<file path="src/hdl/lzwc_ram.sv">
// generic single-write, single-read ram with registered read data
`default_nettype none
module lzwc_ram #(
   parameter int WIDTH = 8,
   parameter int DEPTH = 256
) (
   input  wire logic                     clock,
   input  wire logic                     wr_en,
   input  wire logic [$clog2(DEPTH)-1:0] wr_addr,
   input  wire logic [WIDTH-1:0]         wr_data,
   input  wire logic                     rd_en,
   input  wire logic [$clog2(DEPTH)-1:0] rd_addr,
   output logic      [WIDTH-1:0]         rd_data
);
   logic [WIDTH-1:0] mem [DEPTH];

   always_ff @(posedge clock) begin
      if (wr_en) begin
         mem[wr_addr] <= wr_data;
      end
      if (rd_en) begin
         rd_data <= mem[rd_addr];
      end
   end
endmodule
`default_nettype wire

</file>
<file path="config.mk">
export PLATFORM = sky130hd
export DESIGN_NAME = lzwc_ram
export DESIGN_NICKNAME = d
export VERILOG_FILES = /design/src/hdl/lzwc_ram.sv
export SDC_FILE = /design/constraint.sdc
export NUM_CORES = 2
export LEC_CHECK = 0
export CORE_MARGIN = 8
export CORE_UTILIZATION = 30
export DETAILED_ROUTE_END_ITERATION = 10
export DONT_BUFFER_PORTS = 1
export GPL_ROUTABILITY_DRIVEN = 1
export HOLD_SLACK_MARGIN = 0.05
export PLACE_DENSITY = 0.5
export SKIP_LAST_GASP = 1
export SYNTH_ARGS = -nofsm -noshare
export SYNTH_HDL_FRONTEND = slang
export SYNTH_SLANG_ARGS = --single-unit
</file>
<file path="constraint.sdc">
create_clock -name clock -period 2.78 [get_ports clock]
set_input_delay 0.417 -clock clock [delete_from_list [all_inputs] [get_ports clock]]
set_output_delay 0.417 -clock clock [all_outputs]
set_load 0.1 [all_outputs]
</file>
==> summary.txt <==
Worst EP required -> 3380 ps
Congestion Overflow GR -> 0
Sequential area share after synthesis -> 0.775
Deepest clock path buffer count -> 3
Pwr dens -> 689 mW/mm²
Relative slew margins -> 0.105
FF+latch count, synth -> 2056
Final setup viols -> 0
Die ar. -> 0.282 mm²
Layout Nets -> 4244
Vias -> 39600
TritonCTS Buffers -> 213
Fin crit share -> 0.997
Status -> finished, violations left
First-pass GRT wire length -> 299000 µm
Total Routing Usage GR -> 0.145
Clk sinks -> 2056
Most common cell after layout, fill and taps aside -> edfxtp_1
Area contributors post-synth -> edfxtp_1, mux4_2, mux2i_1
Top FF cell, synth -> edfxtp_1
Post-synth ARST share -> 0
DR vias/cell -> 4.99
Routed wire length -> 216000 µm
Starting Density -> 0.301
Fin worst setup slack -> 9.46 ps
Io pins -> 35
Cell taking the most area after synthesis -> edfxtp_1
Max FO, Critical Path -> 64
Pre-antenna DRT Iters -> 6
Final hold violations -> 263
Reg area -> 0.0617 mm²
RSZ-0062 raised after global routing -> no
Clk slew on worst S/H paths -> 60 ps
Die height -> 531 µm
Proportion of layout cells with a drive suffix above 1 -> 0.287
Multi-input gate area -> 0.0166 mm²
Least-Margin Pin Slew -> 1340 ps
Share of the synthesized area in the top cell type -> 0.775
DR WL/cell -> 27.2 µm
GPL Wtd Cong -> 0.763
Pleak -> 29.3 nW
Syn Nets -> 3760
Area grow syn2layout -> 17.8%
Mapped cell area -> 0.0796 mm²
VDD IR max -> 0.605 mV
Hold Slack -> -288 ps
FMAX -> 361 MHz
Core footprint -> 0.265 mm²
Post-Synthesis Cells -> 3733
Crit Path Category -> in2reg
Antenna violations before repair -> 8
Drt drc -> 0
Sum of negative setup slack -> 0 ps
Commonest non-fill, non-tap cells in the layout -> edfxtp_1, buf_4, mux4_2
Post-synth cell types -> 54
Initial DRC count -> 4020
EDFF count, synth -> 2056
Die width -> 531 µm
Number of fill cells in the layout -> 24500
Avg Cell Area, Syn -> 21.3 µm²
HP Class -> in2reg
CTS tree -> yes
Largest net degree at the start of global routing -> 579
Core Rows -> 189
Worst Path Arrival -> 3370 ps
Pre-CTS setup slack -> -972 ps
Synth warn -> 0
Worst setup EP type -> flop
H-Tree Depth -> 4
Failing checks -> hold timing
Clock Skew -> 50.9 ps
I/O Buffers -> 0
Final slew viol count -> 0
Latest clock arrival within the worst-skew pair -> 840 ps
Worst setup SP type -> input port
Final Critical Period -> 2770 ps
Post-route ant nets -> 0
Hpwl dp -> 118000 µm
Max-cap viol count -> 0
Vias in the first global route -> 40000
Root Driver -> clkbuf_16
==> what timing repair did <==
action | 4_1_cts | 5_1_grt
hold buffers | 6 | 22
setup buffers | 0 | 0
endpoints found under the setup margin | 2 | 8
gates cloned | 0 | 4
hold endpoints to repair | 2127 | 1112
resized for setup | 2 | 4
==> critical path, stage by stage <==
cell      delay, ps
buf_16          340
buf_16          400
mux4_2          550
a22o_1          260
a221oi_1        420
o221ai_1        280
a211oi_1        360
buf_4           180
nor4_1           40
==> registers in the layout (all words and copies together) (netlist names) <==
name     flops
rd_data      8
mem       2048
==> per-stage QoR <==
step	instances	cell area, µm²	hold WS [ps]	util	total power [mW]
2_1_floorplan	3733	79600	516	-	36.6
3_3_place_gp	7499	86300	549	0.326	37.1
3_5_place_dp	7499	86300	550	0.326	37.1
4_1_cts	7904	93100	-344	0.352	64.5
5_1_grt	7935	93800	-352	0.354	66.5
6_report	7938	93800	-288	0.354	64.6
==> layer usage <==
layer / vias to the layer above / share of wire / routed length [µm] / track usage
li1: 16700 / - / - / -
met2: 1254 / 0.48 / 104000 / 0.235
met1: 21400 / 0.43 / 94000 / 0.202
met5: - / 0 / 0 / 0
met4: 0 / 0.018 / 3900 / 0.0316
met3: 233 / 0.068 / 14700 / 0.0300
==> area by class of cell <==
| type | instances | share of cell area |
|---|---|---|
| Sequential cell | 2056 | 0.658 |
| Clock inverter | 135 | 0.0123 |
| Multi-Input combinational cell | 1442 | 0.177 |
| Tap cell | 3533 | 0.0471 |
| Clock buffer | 264 | 0.0589 |
| Antenna cell | 4 | 0.000107 |
| Timing Repair Buffer | 502 | 0.0467 |
| Inverter | 2 | 0.0000800 |
==> path summary, 6_finish.rpt <==
path	start	end	slack, ps	depth (start not counted)
min	wr_data[3]	mem[36][3]	-290	0
max reg2reg	mem[235][6]	rd_data[6]	30	6
min reg2reg	mem[103][7]	rd_data[7]	1210	6
max	rd_addr[0]	rd_data[3]	9	9
==> synthesized netlist by cell type, drive strengths merged (28+ instances only) <==
| master | n |
|---|---|
| o221ai | 47 |
| mux2i | 134 |
| nand3 | 34 |
| nand2 | 33 |
| nor2b | 31 |
| a22oi | 133 |
| nor2 | 282 |
| o22ai | 28 |
| buf | 122 |
| edfxtp | 2056 |
| a21oi | 96 |
| clkbuf | 111 |
| mux4 | 456 |
==> where the power goes <==
part           total [mW]  switching (mW)  internal (mW)
Sequential           34.2          0.0346           34.2
Combinational        3.00            1.79           1.22
Clock                27.4            12.0           15.3
==> cell families (layout without fill, tap and decap cells) <==
kind of cell | count (synthesis) | count (layout) | share of synthesized area
muxes | 591 | 591 | 0.146
other | 0 | 4 | 0
AOI/OAI and AO/OA | 385 | 385 | 0.0342
DFF | 2056 | 2056 | 0.775
buffers and inverters | 235 | 903 | 0.0183
and+or+nand+nor | 466 | 466 | 0.0263
(Power assumes the default switching activity.)
