`config.mk`:
```
export PLATFORM = sky130hd
export DESIGN_NAME = lzwc_ctrl
export DESIGN_NICKNAME = d
export VERILOG_FILES = /design/src/hdl/lzwc_pkg.sv /design/src/hdl/lzwc_ctrl.sv
export SDC_FILE = /design/constraint.sdc
export NUM_CORES = 1
export LEC_CHECK = 0
export ABC_AREA = 1
export BUFFER_PORTS_ARGS = -buffer_cell sky130_fd_sc_hd__buf_2
export CORE_MARGIN = 3
export CORE_UTILIZATION = 35
export CTS_CLUSTER_DIAMETER = 200
export DETAILED_ROUTE_END_ITERATION = 16
export SYNTH_ARGS = -nofsm -noshare
export SYNTH_HDL_FRONTEND = slang
export SYNTH_SLANG_ARGS = --single-unit
```
`constraint.sdc`:
```
create_clock -name clock -period 7.6 [get_ports clock]
set_clock_uncertainty 0.15 [all_clocks]
set_input_delay 0.76 -clock clock [delete_from_list [all_inputs] [get_ports clock]]
set_output_delay 0.76 -clock clock [all_outputs]
set_load 0.03 [all_outputs]
```
`src/hdl/lzwc_pkg.sv`:
```
// shared constants for the lzw byte compressor
`default_nettype none
package lzwc_pkg;
   localparam int DICT_ENTRIES_DEF = 4096;
   localparam int FIRST_FREE       = 256;
   localparam int BYTE_W           = 8;
   localparam int OUT_CODE_W       = 12;
endpackage
`default_nettype wire

```
`src/hdl/lzwc_ctrl.sv`:
```
// byte sequencer: trie walk over head and entry memories, insert, result register
`default_nettype none
module lzwc_ctrl #(
   parameter int DICT_ENTRIES = lzwc_pkg::DICT_ENTRIES_DEF
) (
   input  wire logic                                       clock,
   input  wire logic                                       reset,
   input  wire logic                                       req_valid,
   output logic                                            req_stall,
   input  wire logic [lzwc_pkg::BYTE_W-1:0]                req_data_byte,
   input  wire logic                                       req_final_byte,
   output logic                                            rsp_valid,
   input  wire logic                                       rsp_stall,
   output logic      [lzwc_pkg::OUT_CODE_W-1:0]            rsp_out_code,
   output logic                                            rsp_last_code,
   output logic                                            head_rd_en,
   output logic      [$clog2(DICT_ENTRIES)-1:0]            head_rd_addr,
   input  wire logic [$clog2(DICT_ENTRIES)-1:0]            head_rd_data,
   output logic                                            head_wr_en,
   output logic      [$clog2(DICT_ENTRIES)-1:0]            head_wr_addr,
   output logic      [$clog2(DICT_ENTRIES)-1:0]            head_wr_data,
   output logic                                            ent_rd_en,
   output logic      [$clog2(DICT_ENTRIES-lzwc_pkg::FIRST_FREE)-1:0] ent_rd_addr,
   input  wire logic [2*$clog2(DICT_ENTRIES)+lzwc_pkg::BYTE_W-1:0] ent_rd_data,
   output logic                                            ent_wr_en,
   output logic      [$clog2(DICT_ENTRIES-lzwc_pkg::FIRST_FREE)-1:0] ent_wr_addr,
   output logic      [2*$clog2(DICT_ENTRIES)+lzwc_pkg::BYTE_W-1:0] ent_wr_data
);
   import lzwc_pkg::*;

   localparam int CW = $clog2(DICT_ENTRIES);
   localparam int EW = $clog2(DICT_ENTRIES - FIRST_FREE);
   localparam logic [CW-1:0] FIRST_CODE = CW'(FIRST_FREE);
   localparam logic [CW:0]   FIRST_NF   = (CW+1)'(FIRST_FREE);
   localparam logic [CW:0]   DICT_CODE  = (CW+1)'(DICT_ENTRIES);

   typedef enum logic [4:0] {
      S_IDLE = 5'b00001,
      S_HEAD = 5'b00010,
      S_NODE = 5'b00100,
      S_MISS = 5'b01000,
      S_LAST = 5'b10000
   } state_type;

   state_type             state_ff, state_in;
   logic [BYTE_W-1:0]     byte_ff, byte_in;
   logic                  fin_ff, fin_in;
   logic [CW-1:0]         cur_ff, cur_in;
   logic                  pv_ff, pv_in;
   logic [CW:0]           nf_ff, nf_in;
   logic [CW-1:0]         head_ff, head_in;
   logic [CW-1:0]         node_ff, node_in;
   logic                  rsp_valid_ff, rsp_valid_in;
   logic [OUT_CODE_W-1:0] rsp_code_ff, rsp_code_in;
   logic                  rsp_last_ff, rsp_last_in;

   logic                  rsp_free;
   logic                  rsp_load;
   logic [CW-1:0]         e_pre;
   logic [BYTE_W-1:0]     e_suf;
   logic [CW-1:0]         e_sib;
   logic [CW+OUT_CODE_W-1:0] code_wide;
   logic [CW-1:0]         nf_slot;

   // an entry pointer is trusted only inside the codes assigned in this stream
   function automatic logic code_live(input logic [CW-1:0] v, input logic [CW:0] nf);
      code_live = (v >= FIRST_CODE) && ({1'b0, v} < nf);
   endfunction

   function automatic logic [EW-1:0] ent_addr(input logic [CW-1:0] v);
      logic [CW-1:0] off;
      off = v - FIRST_CODE;
      ent_addr = off[EW-1:0];
   endfunction

   assign {e_pre, e_suf, e_sib} = ent_rd_data;
   assign rsp_free  = !rsp_valid_ff || !rsp_stall;
   assign req_stall = (state_ff != S_IDLE);
   assign code_wide = {{OUT_CODE_W{1'b0}}, cur_ff};
   assign nf_slot   = nf_ff[CW-1:0];

   always_comb begin
      state_in     = state_ff;
      byte_in      = byte_ff;
      fin_in       = fin_ff;
      cur_in       = cur_ff;
      pv_in        = pv_ff;
      nf_in        = nf_ff;
      head_in      = head_ff;
      node_in      = node_ff;
      rsp_load     = 1'b0;
      rsp_last_in  = rsp_last_ff;
      rsp_code_in  = rsp_code_ff;
      head_rd_en   = 1'b0;
      head_rd_addr = cur_ff;
      head_wr_en   = 1'b0;
      head_wr_addr = cur_ff;
      head_wr_data = nf_slot;
      ent_rd_en    = 1'b0;
      ent_rd_addr  = ent_addr(head_rd_data);
      ent_wr_en    = 1'b0;
      ent_wr_addr  = ent_addr(nf_slot);
      ent_wr_data  = {cur_ff, byte_ff, head_ff};

      case (state_ff)
         S_IDLE: begin
            if (req_valid) begin
               byte_in = req_data_byte;
               fin_in  = req_final_byte;
               if (!pv_ff) begin
                  cur_in   = {{(CW-BYTE_W){1'b0}}, req_data_byte};
                  pv_in    = 1'b1;
                  state_in = req_final_byte ? S_LAST : S_IDLE;
               end else begin
                  head_rd_en = 1'b1;
                  state_in   = S_HEAD;
               end
            end
         end
         S_HEAD: begin
            head_in = head_rd_data;
            if (code_live(head_rd_data, nf_ff)) begin
               ent_rd_en   = 1'b1;
               ent_rd_addr = ent_addr(head_rd_data);
               node_in     = head_rd_data;
               state_in    = S_NODE;
            end else begin
               state_in = S_MISS;
            end
         end
         S_NODE: begin
            if (e_pre == cur_ff) begin
               if (e_suf == byte_ff) begin
                  cur_in   = node_ff;
                  state_in = fin_ff ? S_LAST : S_IDLE;
               end else if (code_live(e_sib, nf_ff) && (e_sib < node_ff)) begin
                  // siblings run strictly downward, which also stops stale links
                  ent_rd_en   = 1'b1;
                  ent_rd_addr = ent_addr(e_sib);
                  node_in     = e_sib;
               end else begin
                  state_in = S_MISS;
               end
            end else begin
               state_in = S_MISS;
            end
         end
         S_MISS: begin
            if (rsp_free) begin
               rsp_load    = 1'b1;
               rsp_code_in = code_wide[OUT_CODE_W-1:0];
               rsp_last_in = 1'b0;
               if (nf_ff < DICT_CODE) begin
                  head_wr_en = 1'b1;
                  ent_wr_en  = 1'b1;
                  nf_in      = nf_ff + 1'b1;
               end
               cur_in   = {{(CW-BYTE_W){1'b0}}, byte_ff};
               state_in = fin_ff ? S_LAST : S_IDLE;
            end
         end
         S_LAST: begin
            if (rsp_free) begin
               rsp_load    = 1'b1;
               rsp_code_in = code_wide[OUT_CODE_W-1:0];
               rsp_last_in = 1'b1;
               nf_in       = FIRST_NF;
               pv_in       = 1'b0;
               cur_in      = '0;
               state_in    = S_IDLE;
            end
         end
         default: begin
            state_in = S_IDLE;
         end
      endcase

      if (rsp_load) begin
         rsp_valid_in = 1'b1;
      end else if (!rsp_stall) begin
         rsp_valid_in = 1'b0;
      end else begin
         rsp_valid_in = rsp_valid_ff;
      end
   end

   always_ff @(posedge clock) begin
      if (reset) begin
         state_ff     <= S_IDLE;
         cur_ff       <= '0;
         pv_ff        <= 1'b0;
         nf_ff        <= FIRST_NF;
         rsp_valid_ff <= 1'b0;
      end else begin
         state_ff     <= state_in;
         cur_ff       <= cur_in;
         pv_ff        <= pv_in;
         nf_ff        <= nf_in;
         rsp_valid_ff <= rsp_valid_in;
      end
   end

   always_ff @(posedge clock) begin
      byte_ff     <= byte_in;
      fin_ff      <= fin_in;
      head_ff     <= head_in;
      node_ff     <= node_in;
      rsp_code_ff <= rsp_code_in;
      rsp_last_ff <= rsp_last_in;
   end

   assign rsp_valid     = rsp_valid_ff;
   assign rsp_out_code  = rsp_code_ff;
   assign rsp_last_code = rsp_last_ff;
endmodule
`default_nettype wire

```
==> summary.txt <==
Logic synthesis
  – Post-synth EDFFs: 46
  – Post-Syn Area: 5330 um^2
  – Sequential area share after synthesis: 38.0%
  – Area share of the largest cell type after synthesis: 25.9%
  – Syn_nets: 765
  – Ys async rst share: 0%
  – Synth top area cells: edfxtp_1 (26%), dfxtp_1 (12%), nand2_1 (11%)
  – Synth cell types: 39
  – Flops & latches, synth: 78
  – Cells after synthesis: 668
  – Yosys top cell by area: edfxtp_1
  – Top FF cell, synth: edfxtp_1
  – Syn_area_per_cell: 7.97 um^2
  – Synth warnings: 0

Detailed routing
  – Met1 WL: 6.67 mm
  – Antenna Nets Post-Route: 0
  – DRT Pass-1 Iters: 6
  – DRC: 0
  – Iter 0 DRT Violations: 294
  – Routed met2 length: 6.66 mm
  – DR top layer: met4
  – Vias/cell: 4.78
  – Routed len/inst: 14.7 um
  – Total length of routed wires: 14.4 mm
  – Routed vias: 4688
  – Met3 wire len: 906 um

STA
  – Max Slew Vio Count: 0
  – Final TNS setup: 0 ns
  – Final critical-path share of the clock period: 47.0%
  – Worst-Margin Slew: 0.963 ns
  – Crit path time final: 3.57 ns
  – Final setup vio count: 0
  – Final hold viol count: 0
  – RSZ-0062 raised after global routing: false
  – Slew headroom: 35.1%
  – Fmax: 0.280 GHz

CTS
  – # clock sinks: 78
  – CTS resizes: 0
  – Post-CTS Setup Inserts: 0
  – CTS clk-pin slew, worst paths: 0.06 ns
  – Htree depth: 3
  – Root buf cell: clkbuf_16
  – Worst skew pair latency: 0.34 ns
  – Hold buffers post-CTS: 0
  – CTS tree: yes
  – CTS max path bufs: 2
  – TritonCTS buffer count: 9

Floorplan
  – Die height: 129 um
  – Core area: 14700 um^2
  – Die area: 16700 um^2
  – # rows: 44
  – Horiz. Die Dim: 129 um
  – Initial Utilization: 36.2%
  – Top-Level Pins: 168

GRT
  – Largest net degree at the start of global routing: 27
  – Global Route Usage Sum: 16.9%
  – Initial antenna violation count: 0
  – First-pass GRT wire length: 21.9 mm
  – Vias in the first global route: 4206
  – GR Overflow Total: 0

Layout
  – Fin area: 6270 um^2
  – Fill cell count: 1524
  – Synth-to-Final Area Change: 17.8%
  – Final Util: 42.7%
  – Share of cells above drive strength 1: 27.7%
  – Fin nets: 887
  – Commonest non-fill, non-tap cell in the layout: buf_2
  – Most frequent cells in the layout: buf_2 (167), nand2_1 (150), inv_1 (96)

Placement
  – Dpl cell area: 5970 um^2
  – I/O Buffers: 167
  – Detailed placement HPWL: 11.4 mm
  – GPL Wtd Cong: 0.852

Power
  – Worst VDD drop: 0.0881 mV
  – PwrDens: 192 nW/um^2
  – Leakage: 3.07 nW

Critical path
  – Worst-path fanout max: 26
  – CP arrival: 2.66 ns
  – Endpoint type of the worst setup path: output pin
  – Req. time, crit path: 6.69 ns
  – Worst setup SP type: flop
  – Crit Path Class: flop to output pin

Flow run
  – Max Cap Viol: 0

Run status
  – Status: finished, final reports clean

Worst hold path
  – Hold Crit Class: flop to flop
## sequential cells by signal, summed over array words and instances, names as in the netlist
| signal | cells |
|---|---|
| nf_ff | 13 |
| head_ff | 12 |
| head_rd_addr | 12 |
| node_ff | 12 |
| rsp_out_code | 12 |
| byte_ff | 8 |
| state_ff | 5 |
| fin_ff | 1 |
| pv_ff | 1 |
| rsp_last_code | 1 |
| rsp_valid | 1 |
## cells by family after synthesis
kind of cell	Yosys count	synth area share [%]
AO/OA/AOI/OAI	90	9.54
XOR/XNOR	20	3.29
adder cells (fa/ha/maj)	40	9.40
buffers and inverters	158	15.3
flip-flops	78	38.0
AND/OR/NAND/NOR	282	24.5
## power by group
part / total (W) / switching, W / internal [W] / leakage (nW)
Clock: 0.000441 / 0.000186 / 0.000255 / 0.134
Combinational: 0.000274 / 0.000189 / 0.0000850 / 2.25
Sequential: 0.000491 / 0.0000212 / 0.000470 / 0.685
Total: 0.00121 / 0.000396 / 0.000810 / 3.07
## final cells by class
type	instances	area, um^2	area share (%)
Multi-Input combinational cell	432	2490	39.7
Inverter	101	385	6.15
Tap cell	184	230	3.67
Antenna cell	1	2.50	0.0399
Clock inverter	7	73.8	1.18
Clock buffer	9	225	3.59
Timing Repair Buffer	168	843	13.4
Sequential cell	78	2020	32.2
## cells in the mapped netlist, types with 2 or more instances
cell	count
a21oi_1	37
buf_4	47
buf_6	5
clkbuf_1	4
dfxtp_1	32
edfxtp_1	46
ha_1	40
inv_1	96
inv_2	3
nand2_1	150
nand2_2	4
nand2_4	3
nand3_1	38
nand3_2	4
nand4_1	13
nor2_1	40
nor2_2	5
nor2_4	5
nor3_1	13
nor3_2	2
o211ai_1	7
o21ai_0	27
o21ai_1	11
o21ai_2	3
xnor2_1	15
xor2_1	5
## worst max-delay path, cell delays in order, from the launching register on
cell and delay [ns]:
dfxtp_1 0.40, inv_1 0.06, nor2_1 0.11, nand3_2 0.45, clkinv_2 0.41, nand2_2 0.11, nor2_4 0.15, nand2_4 0.19
nand3_1 0.12, o21ai_1 0.07, inv_1 0.06, buf_2 0.19
## per-layer routing
layer | up-vias | global-route usage (%)
met2 | 158 | 27.6
met4 | 0 | 5.74
met3 | 14 | 3.13
li1 | 2396 | -
met5 | - | 0
met1 | 2120 | 22.6
## metrics by stage
| step | worst slack [ns] | hold WS, ns | std cells | power (W) |
|---|---|---|---|---|
| after floorplan | 4.43 | 0.327 | 668 | 0.000714 |
| after global placement | 4.19 | 0.358 | 963 | 0.000774 |
| after detailed placement | 4.20 | 0.364 | 963 | 0.000776 |
| after CTS | 4.01 | 0.375 | 979 | 0.00122 |
| after global routing | 3.78 | 0.403 | 979 | 0.00126 |
| final | 4.03 | 0.372 | 980 | 0.00121 |
## worst paths after layout
| check | from | end | slack, ns | depth (start not counted) |
|---|---|---|---|---|
| worst max-delay path | state_ff[2] | ent_rd_addr[10] | 4.03 | 11 |
| worst max register to register | state_ff[2] | node_ff[9] | 4.56 | 9 |
| worst min-delay path | head_rd_addr[8] | rsp_out_code[8] | 0.37 | 0 |
| worst min register to register | head_rd_addr[8] | rsp_out_code[8] | 0.37 | 0 |
Power figures use the tool's default switching activity.
